$ cat config.mk
export PLATFORM = sky130hd
export DESIGN_NAME = dbus_call_header_parser
export DESIGN_NICKNAME = d
export VERILOG_FILES = /design/src/rtl/dbcp_pkg.sv /design/src/rtl/dbcp_core.sv /design/src/rtl/dbus_call_header_parser.sv
export VERILOG_INCLUDE_DIRS = /design/src /design/src/rtl
export SDC_FILE = /design/constraint.sdc
export NUM_CORES = 1
export LEC_CHECK = 0
export ABC_AREA = 0
export BUFFER_PORTS_ARGS = -buffer_cell sky130_fd_sc_hd__buf_2
export CORE_ASPECT_RATIO = 1.2
export CORE_MARGIN = 2
export CORE_UTILIZATION = 55
export DETAILED_ROUTE_END_ITERATION = 12
export PLACE_DENSITY = 0.74
export SYNTH_ARGS = -nofsm -noshare
export SYNTH_HDL_FRONTEND = slang
export SYNTH_SLANG_ARGS = --single-unit
$ cat constraint.sdc
create_clock -name clk -period 6.6 [get_ports clk]
set_input_delay 0.66 -clock clk [delete_from_list [all_inputs] [get_ports clk]]
set_output_delay 0.66 -clock clk [all_outputs]
set_load 0.02 [all_outputs]
$ cat src/rtl/dbus_call_header_parser_assert.svh
// assertion macros shared by the call header parser modules
// expects clk and arst_n in the scope of every use

`ifndef DBUS_CALL_HEADER_PARSER_ASSERT_SVH
`define DBUS_CALL_HEADER_PARSER_ASSERT_SVH

// same-cycle implication, checked out of reset
`define DBCP_ASSERT_IMPL(label, ante, cons, msg) \
	label: assert property (@(posedge clk) disable iff (!arst_n) (ante) |-> (cons)) \
		else $error(msg);

// next-cycle implication, checked out of reset
`define DBCP_ASSERT_NEXT(label, ante, cons, msg) \
	label: assert property (@(posedge clk) disable iff (!arst_n) (ante) |=> (cons)) \
		else $error(msg);

`endif

$ cat src/rtl/dbcp_pkg.sv
// types and constants of the call header parser
// no dependencies
`default_nettype none

package dbcp_pkg;

	// header field type bytes on the wire
	localparam logic [7:0] FTYPE_DEST   = 8'd6;
	localparam logic [7:0] FTYPE_PATH   = 8'd1;
	localparam logic [7:0] FTYPE_IFACE  = 8'd2;
	localparam logic [7:0] FTYPE_METHOD = 8'd3;
	localparam logic [7:0] FTYPE_SIG    = 8'd8;

	// shared down/up counter: skips, word bytes and padding (up to 259)
	localparam int CNT_W = 9;
	localparam int WORD_W = 32;

	// result kinds
	typedef enum logic [2:0] {
		KIND_CALL_ID   = 3'd0,
		KIND_DEST      = 3'd1,
		KIND_PATH      = 3'd2,
		KIND_IFACE     = 3'd3,
		KIND_METHOD    = 3'd4,
		KIND_ARG_CHAR  = 3'd5,
		KIND_DONE      = 3'd6,
		KIND_TRUNCATED = 3'd7
	} kind_t;

	// field tags; string tags share their code with the result kind
	typedef enum logic [2:0] {
		TAG_NONE   = 3'd0,
		TAG_DEST   = 3'd1,
		TAG_PATH   = 3'd2,
		TAG_IFACE  = 3'd3,
		TAG_METHOD = 3'd4,
		TAG_DECL   = 3'd5
	} tag_t;

	// parser phases, one-hot
	typedef enum logic [13:0] {
		PH_LEAD    = 14'b00000000000001,
		PH_SKIP3   = 14'b00000000000010,
		PH_BODYLEN = 14'b00000000000100,
		PH_CALLID  = 14'b00000000001000,
		PH_ARRLEN  = 14'b00000000010000,
		PH_FTYPE   = 14'b00000000100000,
		PH_FSKIP3  = 14'b00000001000000,
		PH_FLEN    = 14'b00000010000000,
		PH_FSTR    = 14'b00000100000000,
		PH_FPAD    = 14'b00001000000000,
		PH_DECLN   = 14'b00010000000000,
		PH_ALEN    = 14'b00100000000000,
		PH_ASTR    = 14'b01000000000000,
		PH_DONE    = 14'b10000000000000
	} phase_t;

	// one result beat
	typedef struct packed {
		kind_t             kind;
		logic [WORD_W-1:0] value;
		logic [7:0]        arg_index;
		logic [7:0]        arg_count;
		logic              last;
	} beat_t;

endpackage

`default_nettype wire

$ cat src/rtl/dbcp_core.sv
// byte-level parser state machine of the call header parser
// depends on dbcp_pkg and dbus_call_header_parser_assert.svh
`default_nettype none

module dbcp_core #(
	parameter int LENGTH_BITS = 32
) (
	input  wire logic          clk,
	input  wire logic          arst_n,
	input  wire logic          accept,
	input  wire logic [7:0]    rx_byte,
	input  wire logic          link_closed,
	output logic               res_vld,
	output dbcp_pkg::beat_t    res
);

	`include "dbus_call_header_parser_assert.svh"

	dbcp_pkg::phase_t                 phase_q, phase_d;
	logic [dbcp_pkg::CNT_W-1:0]       cnt_q, cnt_d;
	logic [dbcp_pkg::WORD_W-1:0]      word_q, word_d, word_in;
	logic                             has_body_q, has_body_d;
	logic [2:0]                       fields_left_q, fields_left_d, fin_left;
	dbcp_pkg::tag_t                   tag_q, tag_d;
	logic [LENGTH_BITS-1:0]           slen_q, slen_d, len_in;
	logic [7:0]                       pcount_q, pcount_d;
	logic [7:0]                       arg_q, arg_d, arg_next;
	logic                             word_full, restart, finish, str_last;
	logic [2:0]                       decl_pad;

	// little-endian word assembly: new byte enters at the top
	assign word_in   = {rx_byte, word_q[dbcp_pkg::WORD_W-1:8]};
	assign word_full = (cnt_q[1:0] == 2'd3);
	assign len_in    = word_in[LENGTH_BITS-1:0];
	assign fin_left  = fields_left_q - 3'd1;
	assign str_last  = (slen_q == '0);
	assign arg_next  = arg_q + 8'd1;
	// padding so that count byte + 6 reaches a multiple of 8
	assign decl_pad  = 3'd0 - (rx_byte[2:0] + 3'd6);

	// next state and result for one accepted beat
	always_comb begin
		phase_d       = phase_q;
		cnt_d         = cnt_q;
		word_d        = word_q;
		has_body_d    = has_body_q;
		fields_left_d = fields_left_q;
		tag_d         = tag_q;
		slen_d        = slen_q;
		pcount_d      = pcount_q;
		arg_d         = arg_q;
		restart       = 1'b0;
		finish        = 1'b0;
		res_vld       = 1'b0;
		res           = '0;

		if (link_closed) begin
			// link close: done if the message was complete, else truncated
			if (phase_q != dbcp_pkg::PH_LEAD) begin
				phase_d = dbcp_pkg::PH_LEAD;
				res_vld = 1'b1;
				if (phase_q == dbcp_pkg::PH_DONE) begin
					res.kind      = dbcp_pkg::KIND_DONE;
					res.arg_count = pcount_q;
				end else begin
					res.kind = dbcp_pkg::KIND_TRUNCATED;
				end
			end
		end else begin
			case (phase_q)
				dbcp_pkg::PH_LEAD: begin
					restart = 1'b1;
				end
				dbcp_pkg::PH_DONE: begin
					res_vld       = 1'b1;
					res.kind      = dbcp_pkg::KIND_DONE;
					res.arg_count = pcount_q;
					restart       = 1'b1;
				end
				dbcp_pkg::PH_SKIP3: begin
					cnt_d = cnt_q - dbcp_pkg::CNT_W'(1);
					if (cnt_q == dbcp_pkg::CNT_W'(1)) begin
						phase_d = dbcp_pkg::PH_BODYLEN;
						cnt_d   = '0;
						word_d  = '0;
					end
				end
				dbcp_pkg::PH_BODYLEN: begin
					word_d = word_in;
					cnt_d  = cnt_q + dbcp_pkg::CNT_W'(1);
					if (word_full) begin
						has_body_d = (len_in != '0);
						phase_d    = dbcp_pkg::PH_CALLID;
						cnt_d      = '0;
						word_d     = '0;
					end
				end
				dbcp_pkg::PH_CALLID: begin
					word_d = word_in;
					cnt_d  = cnt_q + dbcp_pkg::CNT_W'(1);
					if (word_full) begin
						res_vld   = 1'b1;
						res.kind  = dbcp_pkg::KIND_CALL_ID;
						res.value = word_in;
						phase_d   = dbcp_pkg::PH_ARRLEN;
						cnt_d     = dbcp_pkg::CNT_W'(4);
					end
				end
				dbcp_pkg::PH_ARRLEN: begin
					cnt_d = cnt_q - dbcp_pkg::CNT_W'(1);
					if (cnt_q == dbcp_pkg::CNT_W'(1)) begin
						fields_left_d = has_body_q ? 3'd5 : 3'd4;
						phase_d       = dbcp_pkg::PH_FTYPE;
					end
				end
				dbcp_pkg::PH_FTYPE: begin
					case (rx_byte)
						dbcp_pkg::FTYPE_DEST:   tag_d = dbcp_pkg::TAG_DEST;
						dbcp_pkg::FTYPE_PATH:   tag_d = dbcp_pkg::TAG_PATH;
						dbcp_pkg::FTYPE_IFACE:  tag_d = dbcp_pkg::TAG_IFACE;
						dbcp_pkg::FTYPE_METHOD: tag_d = dbcp_pkg::TAG_METHOD;
						dbcp_pkg::FTYPE_SIG:    tag_d = dbcp_pkg::TAG_DECL;
						default:                tag_d = dbcp_pkg::TAG_NONE;
					endcase
					// unknown type byte is a whole field by itself
					if (tag_d == dbcp_pkg::TAG_NONE) begin
						finish = 1'b1;
					end else begin
						phase_d = dbcp_pkg::PH_FSKIP3;
						cnt_d   = dbcp_pkg::CNT_W'(3);
					end
				end
				dbcp_pkg::PH_FSKIP3: begin
					cnt_d = cnt_q - dbcp_pkg::CNT_W'(1);
					if (cnt_q == dbcp_pkg::CNT_W'(1)) begin
						if (tag_q == dbcp_pkg::TAG_DECL) begin
							phase_d = dbcp_pkg::PH_DECLN;
						end else begin
							phase_d = dbcp_pkg::PH_FLEN;
							cnt_d   = '0;
							word_d  = '0;
						end
					end
				end
				dbcp_pkg::PH_FLEN: begin
					word_d = word_in;
					cnt_d  = cnt_q + dbcp_pkg::CNT_W'(1);
					if (word_full) begin
						slen_d  = len_in;
						// pad of L+1 up to 8 is the inverse of the low three bits of L
						cnt_d   = {{(dbcp_pkg::CNT_W-3){1'b0}}, ~len_in[2:0]};
						phase_d = dbcp_pkg::PH_FSTR;
					end
				end
				dbcp_pkg::PH_FSTR: begin
					res_vld   = 1'b1;
					res.kind  = dbcp_pkg::kind_t'(tag_q);
					res.value = {{(dbcp_pkg::WORD_W-8){1'b0}}, rx_byte};
					res.last  = str_last;
					if (str_last) begin
						if (cnt_q == '0) begin
							finish = 1'b1;
						end else begin
							phase_d = dbcp_pkg::PH_FPAD;
						end
					end else begin
						slen_d = slen_q - LENGTH_BITS'(1);
					end
				end
				dbcp_pkg::PH_FPAD: begin
					cnt_d = cnt_q - dbcp_pkg::CNT_W'(1);
					if (cnt_q == dbcp_pkg::CNT_W'(1)) begin
						finish = 1'b1;
					end
				end
				dbcp_pkg::PH_DECLN: begin
					// skip the signature text, its terminator and padding
					pcount_d = rx_byte;
					cnt_d    = {1'b0, rx_byte} + dbcp_pkg::CNT_W'(1)
						+ {{(dbcp_pkg::CNT_W-3){1'b0}}, decl_pad};
					phase_d  = dbcp_pkg::PH_FPAD;
				end
				dbcp_pkg::PH_ALEN: begin
					word_d = word_in;
					cnt_d  = cnt_q + dbcp_pkg::CNT_W'(1);
					if (word_full) begin
						slen_d  = len_in;
						phase_d = dbcp_pkg::PH_ASTR;
					end
				end
				dbcp_pkg::PH_ASTR: begin
					res_vld       = 1'b1;
					res.kind      = dbcp_pkg::KIND_ARG_CHAR;
					res.value     = {{(dbcp_pkg::WORD_W-8){1'b0}}, rx_byte};
					res.arg_index = arg_q;
					res.last      = str_last;
					if (str_last) begin
						arg_d = arg_next;
						if (arg_next >= pcount_q || arg_next == 8'd0) begin
							phase_d = dbcp_pkg::PH_DONE;
						end else begin
							phase_d = dbcp_pkg::PH_ALEN;
							cnt_d   = '0;
							word_d  = '0;
						end
					end else begin
						slen_d = slen_q - LENGTH_BITS'(1);
					end
				end
				default: begin
					phase_d = dbcp_pkg::PH_LEAD;
				end
			endcase

			// end of one header field
			if (finish) begin
				fields_left_d = fin_left;
				if (fin_left != 3'd0) begin
					phase_d = dbcp_pkg::PH_FTYPE;
				end else if (has_body_q && pcount_q != 8'd0) begin
					arg_d   = '0;
					phase_d = dbcp_pkg::PH_ALEN;
					cnt_d   = '0;
					word_d  = '0;
				end else begin
					phase_d = dbcp_pkg::PH_DONE;
				end
			end

			// lead byte of a new message
			if (restart) begin
				phase_d       = dbcp_pkg::PH_SKIP3;
				cnt_d         = dbcp_pkg::CNT_W'(3);
				word_d        = '0;
				has_body_d    = 1'b0;
				fields_left_d = '0;
				tag_d         = dbcp_pkg::TAG_NONE;
				slen_d        = '0;
				pcount_d      = '0;
				arg_d         = '0;
			end
		end
	end

	// parser state
	always_ff @(posedge clk or negedge arst_n) begin
		if (!arst_n) begin
			phase_q       <= dbcp_pkg::PH_LEAD;
			cnt_q         <= '0;
			word_q        <= '0;
			has_body_q    <= 1'b0;
			fields_left_q <= '0;
			tag_q         <= dbcp_pkg::TAG_NONE;
			slen_q        <= '0;
			pcount_q      <= '0;
			arg_q         <= '0;
		end else if (accept) begin
			phase_q       <= phase_d;
			cnt_q         <= cnt_d;
			word_q        <= word_d;
			has_body_q    <= has_body_d;
			fields_left_q <= fields_left_d;
			tag_q         <= tag_d;
			slen_q        <= slen_d;
			pcount_q      <= pcount_d;
			arg_q         <= arg_d;
		end
	end

	// string terminator flag only on string characters
	`DBCP_ASSERT_IMPL(a_last_only_on_strings, res_vld && res.last,
		res.kind == dbcp_pkg::KIND_DEST || res.kind == dbcp_pkg::KIND_PATH ||
		res.kind == dbcp_pkg::KIND_IFACE || res.kind == dbcp_pkg::KIND_METHOD ||
		res.kind == dbcp_pkg::KIND_ARG_CHAR, "terminator flag on a non-string result")
	// a link close inside a message always reports
	`DBCP_ASSERT_IMPL(a_close_reports,
		accept && link_closed && phase_q != dbcp_pkg::PH_LEAD, res_vld,
		"link close inside a message gave no result")
	// the call id word is followed by the field-array length
	`DBCP_ASSERT_NEXT(a_callid_to_arrlen,
		accept && !link_closed && phase_q == dbcp_pkg::PH_CALLID && word_full,
		phase_q == dbcp_pkg::PH_ARRLEN, "call id not followed by array length")

endmodule

`default_nettype wire

$ cat src/rtl/dbus_call_header_parser.sv
// Method-call header parser, top level.
//
// Input channel: one beat per received byte (rx_byte), or a link close
// (link_closed = 1, rx_byte ignored). A beat is taken at a rising edge with
// in_valid high and in_stall low. Output channel: result beats (out_kind,
// out_value, arg_index, arg_count, string_last), taken when out_valid is high
// and out_stall low.
// Each input beat gives zero or one result. A result is registered at the edge
// that takes its byte, into the output register or, behind a stalled output,
// into the skid entry. One byte is taken every cycle while the skid entry is
// empty: the parser state machine updates at each edge that takes a byte and
// feeds an output register backed by one skid entry.
// When the receiver stalls, the output register holds its beat, the next
// result goes to the skid entry, and in_stall rises while that entry is full;
// it falls in the cycle after the receiver takes a beat.
// Reset (arst_n low) empties both output slots and puts the parser in the
// state that waits for the lead byte of a message.
// depends on dbcp_pkg, dbcp_core and dbus_call_header_parser_assert.svh
`default_nettype none

module dbus_call_header_parser #(
	parameter int LENGTH_BITS = 32
) (
	input  wire logic                            clk,
	input  wire logic                            arst_n,
	input  wire logic                            in_valid,
	output logic                                 in_stall,
	input  wire logic [7:0]                      rx_byte,
	input  wire logic                            link_closed,
	output logic                                 out_valid,
	input  wire logic                            out_stall,
	output logic [2:0]                           out_kind,
	output logic [dbcp_pkg::WORD_W-1:0]          out_value,
	output logic [7:0]                           arg_index,
	output logic [7:0]                           arg_count,
	output logic                                 string_last
);

	`include "dbus_call_header_parser_assert.svh"

	logic            accept, res_vld, take_out, new_res;
	logic            out_load_new, out_load_skid, skid_load;
	logic            out_valid_q, skid_valid_q;
	dbcp_pkg::beat_t res, out_q, skid_q;

	// input handshake: stall only while the skid entry is occupied
	assign in_stall = skid_valid_q;
	assign accept   = in_valid && !skid_valid_q;

	dbcp_core #(
		.LENGTH_BITS (LENGTH_BITS)
	) u_core (
		.clk         (clk),
		.arst_n      (arst_n),
		.accept      (accept),
		.rx_byte     (rx_byte),
		.link_closed (link_closed),
		.res_vld     (res_vld),
		.res         (res)
	);

	// output register and skid steering
	assign take_out      = out_valid_q && !out_stall;
	assign new_res       = accept && res_vld;
	assign out_load_skid = take_out && skid_valid_q;
	assign out_load_new  = new_res && (!out_valid_q || take_out);
	assign skid_load     = new_res && out_valid_q && !take_out;

	always_ff @(posedge clk or negedge arst_n) begin
		if (!arst_n) begin
			out_valid_q  <= 1'b0;
			skid_valid_q <= 1'b0;
		end else begin
			out_valid_q  <= out_load_skid || out_load_new || (out_valid_q && !take_out);
			skid_valid_q <= skid_load || (skid_valid_q && !take_out);
		end
	end

	// payload registers
	always_ff @(posedge clk) begin
		if (out_load_skid) begin
			out_q <= skid_q;
		end else if (out_load_new) begin
			out_q <= res;
		end
		if (skid_load) begin
			skid_q <= res;
		end
	end

	assign out_valid   = out_valid_q;
	assign out_kind    = out_q.kind;
	assign out_value   = out_q.value;
	assign arg_index   = out_q.arg_index;
	assign arg_count   = out_q.arg_count;
	assign string_last = out_q.last;

	// skid entry is only used behind a full output register
	`DBCP_ASSERT_IMPL(a_skid_behind_out, skid_valid_q, out_valid_q,
		"skid entry full with output register empty")
	// a result arriving behind a stalled output lands in the skid entry
	`DBCP_ASSERT_NEXT(a_result_to_skid, new_res && out_valid_q && out_stall,
		skid_valid_q, "result behind a stalled output was dropped")
	// skid entry drains as soon as the receiver takes a beat
	`DBCP_ASSERT_NEXT(a_skid_drains, skid_valid_q && !out_stall, !skid_valid_q,
		"skid entry did not drain")

endmodule

`default_nettype wire
After elaboration in Yosys (flattened, before gate mapping):

Cells that the tools add are included.

* register bits after elaboration: 216
* latch bits: 0
* bits in writable memories: 0
* bits in read-only memories: 0
* output and inout bits: 54
* logic and storage cells: 216
* memories kept: 0

* $add $sub $neg: 9
* multiply operators: 0
* div/mod/pow operators: 0
* magnitude comparators: 1
* equal/unequal tests: 38
* shift-type cells: 0
* multiplexer cells: 97
* bitwise operators: 2
* reductions and logical operators: 48

Operators with widths (number)
* two-way mux 32 bit: 14
* two-way mux 14 bit: 18
* one-hot mux 14 bit (12 select lines): 1
* one-hot mux 32 bit (5 select lines): 1
* one-hot mux 32 bit (2 select lines): 2
* two-way mux 9 bit: 13
* two-way mux 52 bit: 2
* two-way mux 8 bit: 12
* one-hot mux 9 bit (10 select lines): 1
* inequality test 5 x 2 -> 1 bit (second input constant): 9
* two-way mux 40 bit: 1
* zero test 32 bit: 1
* nonzero test 32 bit: 1
* subtractor 32 x 1 -> 32 bit (second input constant): 1
* two-way mux 3 bit: 10
* two-way mux 1 bit: 17
* equality test 8 x 2 -> 1 bit (second input constant): 2
* one-hot mux 3 bit (5 select lines): 1
* equality test 14 x 1 -> 1 bit (second input constant): 1
* equality test 14 x 10 -> 1 bit (second input constant): 1
* equality test 14 x 11 -> 1 bit (second input constant): 1
* equality test 14 x 12 -> 1 bit (second input constant): 1
* equality test 14 x 13 -> 1 bit (second input constant): 1
* equality test 14 bit (second input constant): 1
* other kinds (51): 82

Longest topological paths before layout:

Gate-level depths: netlist (run 1).

* depth after elaboration: 11
* gate-level depth with buffers: 13
* depth with buffers taken out: 11

By module:

From an unflattened synthesis (run 1), not the netlist that was laid out.

* cells, all modules: 1096
* area, all modules: 11563.6 um^2

By module, submodules not included
* dbcp_core: instances 1, cells an instance 922, area an instance 7642.3 um^2, seq. area each 2553.7 um^2
* dbus_call_header_parser: instances 1, cells an instance 174, area an instance 3921.3 um^2, seq. area each 3173.0 um^2

Worst setup path after synthesis (run 1):

No wires, ideal clock.

* path type: reg2reg
* start point: register u_core.phase_q[5]
* end point: register out_q (netlist bit arg_count[0]) (enable)
* data arrival time: 6.165 ns
* required time: 6.059 ns
* setup slack: -0.106 ns
* stages on the path, launching flop included: 9
* cell sequence: dfrtp_1 > clkbuf_1 > nor4_2 > clkbuf_1 > nand2_1 > or4_1 > clkbuf_1 > a31o_2 > a21boi_0

* cells in the longest elaborated chain, start to end: 7
* elaborated cells between the ends (all ways): 12
* those cells by class: 5 x eq/ne; 3 x mux; 4 x reduce/logical

Ends and longest elaborated chain
* start, declared: RTL line dbcp_core.sv:19 `dbcp_pkg::phase_t phase_q, phase_d;`
* start signal, assigned: RTL line dbcp_core.sv:248 `phase_q <= dbcp_pkg::PH_LEAD;`
* start signal, assigned: RTL line dbcp_core.sv:258 `phase_q <= phase_d;`
* equality test 14 x 9 -> 1 bit, or another cell as far along: RTL line dbcp_core.sv:70 `case (phase_q)`
* OR reduction 3 bit (no line)
* one-hot mux 1 bit (2 select lines): RTL line dbcp_core.sv:70
* two-way mux 1 bit *: RTL line dbcp_core.sv:57 `if (link_closed) begin`
* logical AND 1 bit *: RTL line dbus_call_header_parser.sv:64 `assign new_res = accept && res_vld;`
* logical AND 1 bit *: RTL line dbus_call_header_parser.sv:66 `assign out_load_new = new_res && (!out_valid_q || take_out);`
* nonzero test 2 bit (no line) *
* end signal, assigned: RTL line dbus_call_header_parser.sv:82 `out_q <= skid_q;`
* end signal, assigned: RTL line dbus_call_header_parser.sv:84 `out_q <= res;`
* end, declared: RTL line dbus_call_header_parser.sv:44 `dbcp_pkg::beat_t res, out_q, skid_q;`

Mark *: on every way between the ends. The rest lies on a longest branch, timed or not.
A chain may end at the register's enable or synchronous reset.

Worst setup path after layout (run 1):

* start point: register u_core.phase_q[5]
* end point: register out_q (netlist bit out_value[13]) (enable)

Same word-level chain as after synthesis.

==> metrics.md, run 1 <==
| Metric | Value |
|---|---|
| VDD IR-drop max | `0.238 mV` |
| CTS tree | `yes` |
| IO Port Bufs | `66` |
| Final setup margin | `2.35 ns` |
| Most frequent cell after synthesis | `edfxtp_1` |
| Row count | `58` |
| Routed vias/inst | `6.59` |
| Non-Filler Instances | `1460` |
| CTS Buf Count | `21` |
| Gpl congestion | `0.997` |
| Post-Place Worst Slack | `2.38 ns` |
| Post-synthesis cell area | `11600 sq um` |
| Clock Sinks | `208` |
| Synth Register Bits | `208` |
| Period Utilization, post-route | `64.4%` |
| Cell taking the most area after synthesis | `edfxtp_1` |
| FF+latch area | `5730 sq um` |
| Final hold slack | `0.138 ns` |
| CP max stage cell | `or4_1` |
| DRT iter0 DRCs | `820` |
| Top_reg_cell synth | `edfxtp_1` |
| Avg WL per Cell | `21.8 um` |
| Nets | `1213` |
| Clk_lat worst skew | `0.51 ns` |
| RSZ-0062 raised after global routing | `false` |
| Leak | `5.20 nW` |
| Hold_buf cts | `0` |
| Hold Vio Cnt, Final | `0` |
| WP data required | `6.75 ns` |
| Die Height | `163 um` |
| Io pins | `67` |
| Slew headroom | `24.8%` |
| Die Wd | `137 um` |
| Sequential cell area fraction in the yosys report | `49.3%` |
| Ratio of cells with drive above 1 in the final layout | `17.1%` |
| Vias | `9624` |
| Initial antenna violation count | `0` |
| CTS max path bufs | `3` |
| Pwr dens | `284 nW/um^2` |
| Core Region | `20800 sq um` |
| DP HPWL | `22100 um` |
| Final instance area | `12900 sq um` |
| Antenna fix cells | `0` |
| Max cap viols | `0` |
| Worst-margin pin slew | `1.13 ns` |
| Avg Cell Area, Syn | `10.2 sq um` |
| Largest fanout on the critical path | `32` |
| Type of origin of the critical path | `flip-flop` |
| Post-layout power | `3.65 mW` |
| Multi-input gate area | `5540 sq um` |
| All-Layer GR Usage | `28.9%` |
| Post-synth top area share | `26.9%` |
| Post-placement cell count | `1423` |
| Die area | `22300 sq um` |
| FFs w/ async S/R, synth | `50.0%` |
| Final Util | `61.7%` |
| Net Count, Synth | `1179` |
| Final setup fails | `0` |
| Run status | `finished clean` |
| Slew Limit Fails | `0` |
| Vias in the first global route | `9080` |
| Critical Path Max Stage Delay | `1.00 ns` |
| Final WL | `31800 um` |
| Root buf cell | `clkbuf_16` |
| Setup TNS | `0 ns` |
| Maximum number of pins on one net before global-route repair | `65` |
| Reg clk slew, reported paths | `0.07 ns` |
| Most frequent cell on the critical path | `buf_4` |
| Clock skew | `0.0217 ns` |
| Critical path class | `flip-flop to flip-flop` |
| Netlist cell types | `79` |
| Htree depth | `1` |
| CP Cell Sequence | `nor4_4, buf_4, nand2_1, or4_1, a31o_2, a21boi_4, buf_4` |
| Drt drc | `0` |
| Post-DP Area | `12200 sq um` |
| Delay-heaviest family, CP | `simple AND/OR/NAND/NOR gates` |
| Hold Crit Class | `input port to asynchronous set/reset pin` |
| Reg2reg setup slack | `2.35 ns` |
| Initial Utilization | `55.7%` |
| Buf/Inv on CP | `2` |
| Synth warnings | `0` |
| Min cycle time layout | `4.25 ns` |
| Setup bufs post-CTS | `0` |
| Fillers | `1648` |
| Cts repair resizes | `0` |
| Area growth from synthesis to layout | `10.7%` |
| Highest Clock Rate | `0.235 GHz` |
| Syn Inst Count | `1142` |
| First-pass GRT wire length | `50500 um` |
| Grt ovf | `0` |
| Pre-Repair DR Iteration Count | `5` |
| Data arrival, critical path | `4.40 ns` |
| Post-synth EDFFs | `104` |
| CP Capture Type | `flip-flop` |
| Top post-synthesis cells by area | `edfxtp_1 27%, dfrtp_1 22%, mux2_2 4.7%` |
| Post-synth top cells | `104 x edfxtp_1, 103 x dfrtp_1, 99 x nor2_1, 99 x o21ai_0, 67 x nand2_1` |
| Detail Route Antenna Nets | `0` |
registers in the layout, indices dropped and copies added, names as in the netlist, 8 cells and up:
signal / count
u_core.pcount_q: 8
out_value: 32
arg_index: 8
skid_q: 52
u_core.arg_q: 8
arg_count: 8
u_core.cnt_q: 9
u_core.word_q: 24
u_core.slen_q: 32
u_core.phase_q: 14
cells in the final DEF, fill, tap and decap left out, drive strengths merged, types with 5 or more instances in the layout:
cell	instances
edfxtp	104
a22o	40
o211ai	7
nand4	28
and3	11
clkbuf	22
nor4b	11
o22ai	7
o21ai	103
a21oi	65
nor3	36
nor3b	5
and2	42
nor2b	8
nand2b	10
mux2	50
or3	6
inv	26
xnor2	13
a2111oi	7
nor2	99
nand3	19
a211oi	6
clkinv	9
a22oi	10
o31ai	21
nand2	68
ha	24
o21a	6
a211o	5
dfrtp	103
or4	9
and4	7
xor2	8
or2	10
buf	83
nor4	35
mux2i	6
layout make-up:
cell class	count	share of cell area [%]
flip-flops and latches	208	44.6
multi-input cells	836	43.1
clock buffers	22	4.12
repair buffers	83	3.58
well taps	270	2.63
clock inverters	15	1.26
inverters	26	0.759
layer usage:
layer	global-route usage, %	vias up	wire length [um]
li1	-	4394	-
met1	40.7	4693	13300
met2	45.0	453	14800
met3	4.69	84	2550
met4	10.9	0	1170
met5	0	-	0
power by group:
group          switching [mW]  internal [mW]  total (mW)
registers              0.0569           1.50        1.56
logic                   0.624          0.268       0.893
clock network           0.499          0.702        1.20
total                    1.18           2.47        3.65
worst register-to-register path, stage by stage, from the launching register on:
cell,delay [ns]
dfrtp_1,0.48
nor4_4,0.29
buf_4,0.30
nand2_1,0.15
or4_1,1.00
a31o_2,0.53
a21boi_4,0.65
buf_4,0.49
worst paths after layout:
| kind | start | end | depth (start not counted) |
|---|---|---|---|
| worst max-delay path | u_core.phase_q[5] | out_value[13] | 7 |
| worst min-delay path | arst_n | u_core.phase_q[2] | 1 |
| worst max register to register | u_core.phase_q[5] | out_value[13] | 7 |
| worst min register to register | u_core.slen_q[16] | u_core.slen_q[16] | 2 |
| max in group asynchronous | arst_n | u_core.word_q[18] | 2 |
| min in group clk | out_stall | in_stall | 2 |
cell families (layout without fill, tap and decap cells):
family | count (synthesis) | after routing | synth area share, %
fa+ha+maj | 24 | 24 | 2.59
compound gates | 321 | 321 | 18.6
buf+inv | 98 | 146 | 3.35
mux | 56 | 56 | 5.43
xor+xnor | 21 | 21 | 1.58
flops | 208 | 208 | 49.3
simple gates | 414 | 414 | 19.2
Note: power is estimated with default switching activity, not from simulation.
==> run 2: changes to the inputs <==
ABC_AREA = 1   (was 0)
clock period = 3.5 ns   (was 6.6 ns; I/O delays follow)
==> metrics.md, run 2 <==
| Metric | Value |
|---|---|
| Run status | `finished clean` |
| VDD IR-drop max | `0.597 mV (+150%)` |
| Setup TNS | `0 ns (unchanged)` |
| Final setup fails | `0 (unchanged)` |
| Min cycle time layout | `2.92 ns (-1.33 ns)` |
| Maximum number of pins on one net before global-route repair | `56 (-14%)` |
| Reg clk slew, reported paths | `0.07 ns (about the same)` |
| Pre-Repair DR Iteration Count | `6 (+1)` |
| Top reg by flops | `skid_q` |
| Initial Utilization | `55.8% (+0.091 points)` |
| Setup bufs post-CTS | `0 (unchanged)` |
| Sequential cell area fraction in the yosys report | `47.4% (-1.9 points)` |
| Core Region | `21600 sq um (+3.9%)` |
| Clock Sinks | `208 (unchanged)` |
| Ratio of cells with drive above 1 in the final layout | `11.7% (-5.4 points)` |
| Clk_lat worst skew | `0.52 ns (about the same)` |
| Non-Filler Instances | `1878 (+29%)` |
| Avg WL per Cell | `17.7 um (-19%)` |
| Top post-synthesis cells by area | `edfxtp_1 26%, dfrtp_1 21%, nand2_1 15%` |
| Flip-flop count of the largest register after layout | `52 (unchanged)` |
| Routed vias/inst | `5.70 (-13%)` |
| Clock skew | `0.0135 ns (-0.00827 ns)` |
| Vias in the first global route | `10200 (+12%)` |
| Vias | `10700 (+11%)` |
| Worst-margin pin slew | `0.748 ns (-0.380 ns)` |
| WP data required | `3.90 ns (-2.85 ns)` |
| Hold Crit Class | `input port to flip-flop` |
| Grt ovf | `0 (unchanged)` |
| FFs w/ async S/R, synth | `50.0% (unchanged)` |
| Post-synth EDFFs | `104 (unchanged)` |
| Most frequent cell after synthesis | `nand2_1` |
| Root buf cell | `clkbuf_16` |
| Final Util | `61.9% (+0.19 points)` |
| Period Utilization, post-route | `83.5% (+19 points)` |
| DP HPWL | `23900 um (+7.8%)` |
| Io pins | `67 (unchanged)` |
| Die Height | `166 um (+1.9%)` |
| Post-synth top area share | `25.9% (-1.0 points)` |
| Avg Cell Area, Syn | `7.89 sq um (-22%)` |
| Htree depth | `1 (unchanged)` |
| Highest Clock Rate | `0.342 GHz (+46%)` |
| Hold path depth | `3` |
| Die area | `23200 sq um (+3.9%)` |
| Synth warnings | `0 (unchanged)` |
| Leak | `6.20 nW (+19%)` |
| Commonest cells after routing, fill and taps aside | `470 x nand2_1, 149 x nor2_1, 147 x inv_1, 105 x o21ai_0, 104 x edfxtp_1` |
| Data arrival, critical path | `3.32 ns (-1.08 ns)` |
| Critical path class | `flip-flop to flip-flop` |
| Synth Register Bits | `208 (unchanged)` |
| Gpl congestion | `0.964 (-3.3%)` |
| Type of origin of the critical path | `flip-flop` |
| Post-Place Worst Slack | `0.614 ns (-1.77 ns)` |
| Initial antenna violation count | `0 (unchanged)` |
| Net Count, Synth | `1568 (+33%)` |
| Die Wd | `139 um (+1.9%)` |
| CTS tree | `yes` |
| Detail Route Antenna Nets | `0 (unchanged)` |
| RSZ-0062 raised after global routing | `false` |
| IO Port Bufs | `66 (unchanged)` |
| Post-layout power | `8.25 mW (+130%)` |
| Cell taking the most area after synthesis | `edfxtp_1` |
| DRT iter0 DRCs | `972 (+19%)` |
| CP Capture Type | `flip-flop` |
| CTS max path bufs | `3 (unchanged)` |
| Largest fanout on the critical path | `20 (-38%)` |
| Netlist cell types | `50 (-37%)` |
| Worst Reg-to-Reg Cells | `16 (+9)` |
| Syn Inst Count | `1531 (+34%)` |
| Max cap viols | `0 (unchanged)` |
| First-pass GRT wire length | `53500 um (+5.9%)` |
| Area growth from synthesis to layout | `10.9%` |
| Fillers | `1858 (+13%)` |
| Top_reg_cell synth | `edfxtp_1` |
| Final WL | `33200 um (+4.6%)` |
| All-Layer GR Usage | `28.5% (-0.44 points)` |
| Post-synthesis cell area | `12100 sq um (+4.0%)` |
| Post-synth top cells | `471 x nand2_1, 151 x nor2_1, 147 x inv_1, 105 x o21ai_0, 104 x edfxtp_1` |
| Hold Vio Cnt, Final | `0 (unchanged)` |
| Row count | `59 (+1.7%)` |
| Final setup margin | `0.579 ns (-1.77 ns)` |
| Drt drc | `0 (unchanged)` |
| Pwr dens | `616 nW/um^2 (+120%)` |
| CTS Buf Count | `21 (unchanged)` |
| Slew Limit Fails | `0 (unchanged)` |
| Commonest non-fill, non-tap cell in the layout | `nand2_1` |
| Post-placement cell count | `1840 (+29%)` |
| Cts repair resizes | `0 (unchanged)` |
| Antenna fix cells | `0 (unchanged)` |
| Nets | `1627 (+34%)` |
| Slew headroom | `50.2% (+25 points)` |
run 2: changes by cell type in the layout (fill, tap and decap cells not counted), sizes merged, moves of 18 or more:
cell,delta
a21oi,-23
a22o,-40
and2,-41
inv,+143
mux2,-50
nand2,+413
nand3,+71
nor2,+67
nor4,-29
o21ai,+25
o22ai,+40
o31ai,-18
xor2,+22
run 2: metrics by stage:
stage | hold slack, ns | area, sq um
6_report | 0.221 | 13400
5_1_grt | 0.260 | 13400
4_1_cts | 0.218 | 13400
3_5_place_dp | 0.455 | 12700
3_3_place_gp | 0.462 | 12700
2_1_floorplan | 0.0544 | 12100
run 2: cells by family after synthesis:
kind of cell / Yosys count / share of synthesized area (%)
AND/OR/NAND/NOR: 800 / 28.3
AO/OA/AOI/OAI: 245 / 11.9
buffers and inverters: 217 / 7.22
flip-flops: 208 / 47.4
XOR/XNOR: 36 / 2.61
adder cells (fa/ha/maj): 24 / 2.49
multiplexers: 1 / 0.0829
run 2: timing repair:
item | 4_1_cts | 5_1_grt
endpoints found under the hold margin | 51 | 0
setup endpoints to repair | 0 | 0
hold buffers | 1 | 0
run 2: cell type report:
class | count | area [sq um] | area share (%)
inverters | 168 | 633 | 4.73
flip-flops and latches | 208 | 5730 | 42.8
clock buffers | 22 | 529 | 3.95
clock inverters | 15 | 135 | 1.01
repair buffers | 85 | 528 | 3.94
multi-input cells | 1106 | 5500 | 41.0
well taps | 274 | 343 | 2.56
run 2: worst max-delay path, stage by stage (launching register included):
cell     delay (ns)
dfrtp_1        0.44
inv_1          0.16
ha_1           0.19
nand2_1        0.05
nor3_1         0.13
nand2_1        0.22
nand2_1        0.19
buf_4          0.26
inv_2          0.13
nor2_1         0.10
nand3_1        0.09
inv_2          0.07
nor2_4         0.04
nor2_4         0.34
nand2_4        0.20
nand2_1        0.10
nand2_1        0.06
run 2: report_power, final:
| part | internal, mW | switching (mW) | leakage [nW] |
|---|---|---|---|
| combinational | 0.882 | 2.04 | 3.46 |
| sequential | 2.91 | 0.180 | 2.41 |
| clock | 1.25 | 0.988 | 0.322 |
run 2: per-layer routing:
metal	vias up	track usage [%]	wire length, um
met3	83	4.27	2540
met2	440	45.6	15300
li1	5162	-	-
met4	0	10.2	1090
met5	-	0	0
met1	5026	39.7	14300
run 2: final timing paths:
path / slack (ns) / from / to
worst max-delay path: 0.58 / u_core.cnt_q[1] / u_core.phase_q[8]
worst min-delay path: 0.22 / out_stall / out_valid
worst max register to register: 0.58 / u_core.cnt_q[1] / u_core.phase_q[8]
worst min register to register: 0.47 / u_core.phase_q[0] / u_core.phase_q[0]
max in group asynchronous: 2.32 / arst_n / u_core.word_q[21]
min in group asynchronous: 0.44 / arst_n / u_core.phase_q[9]
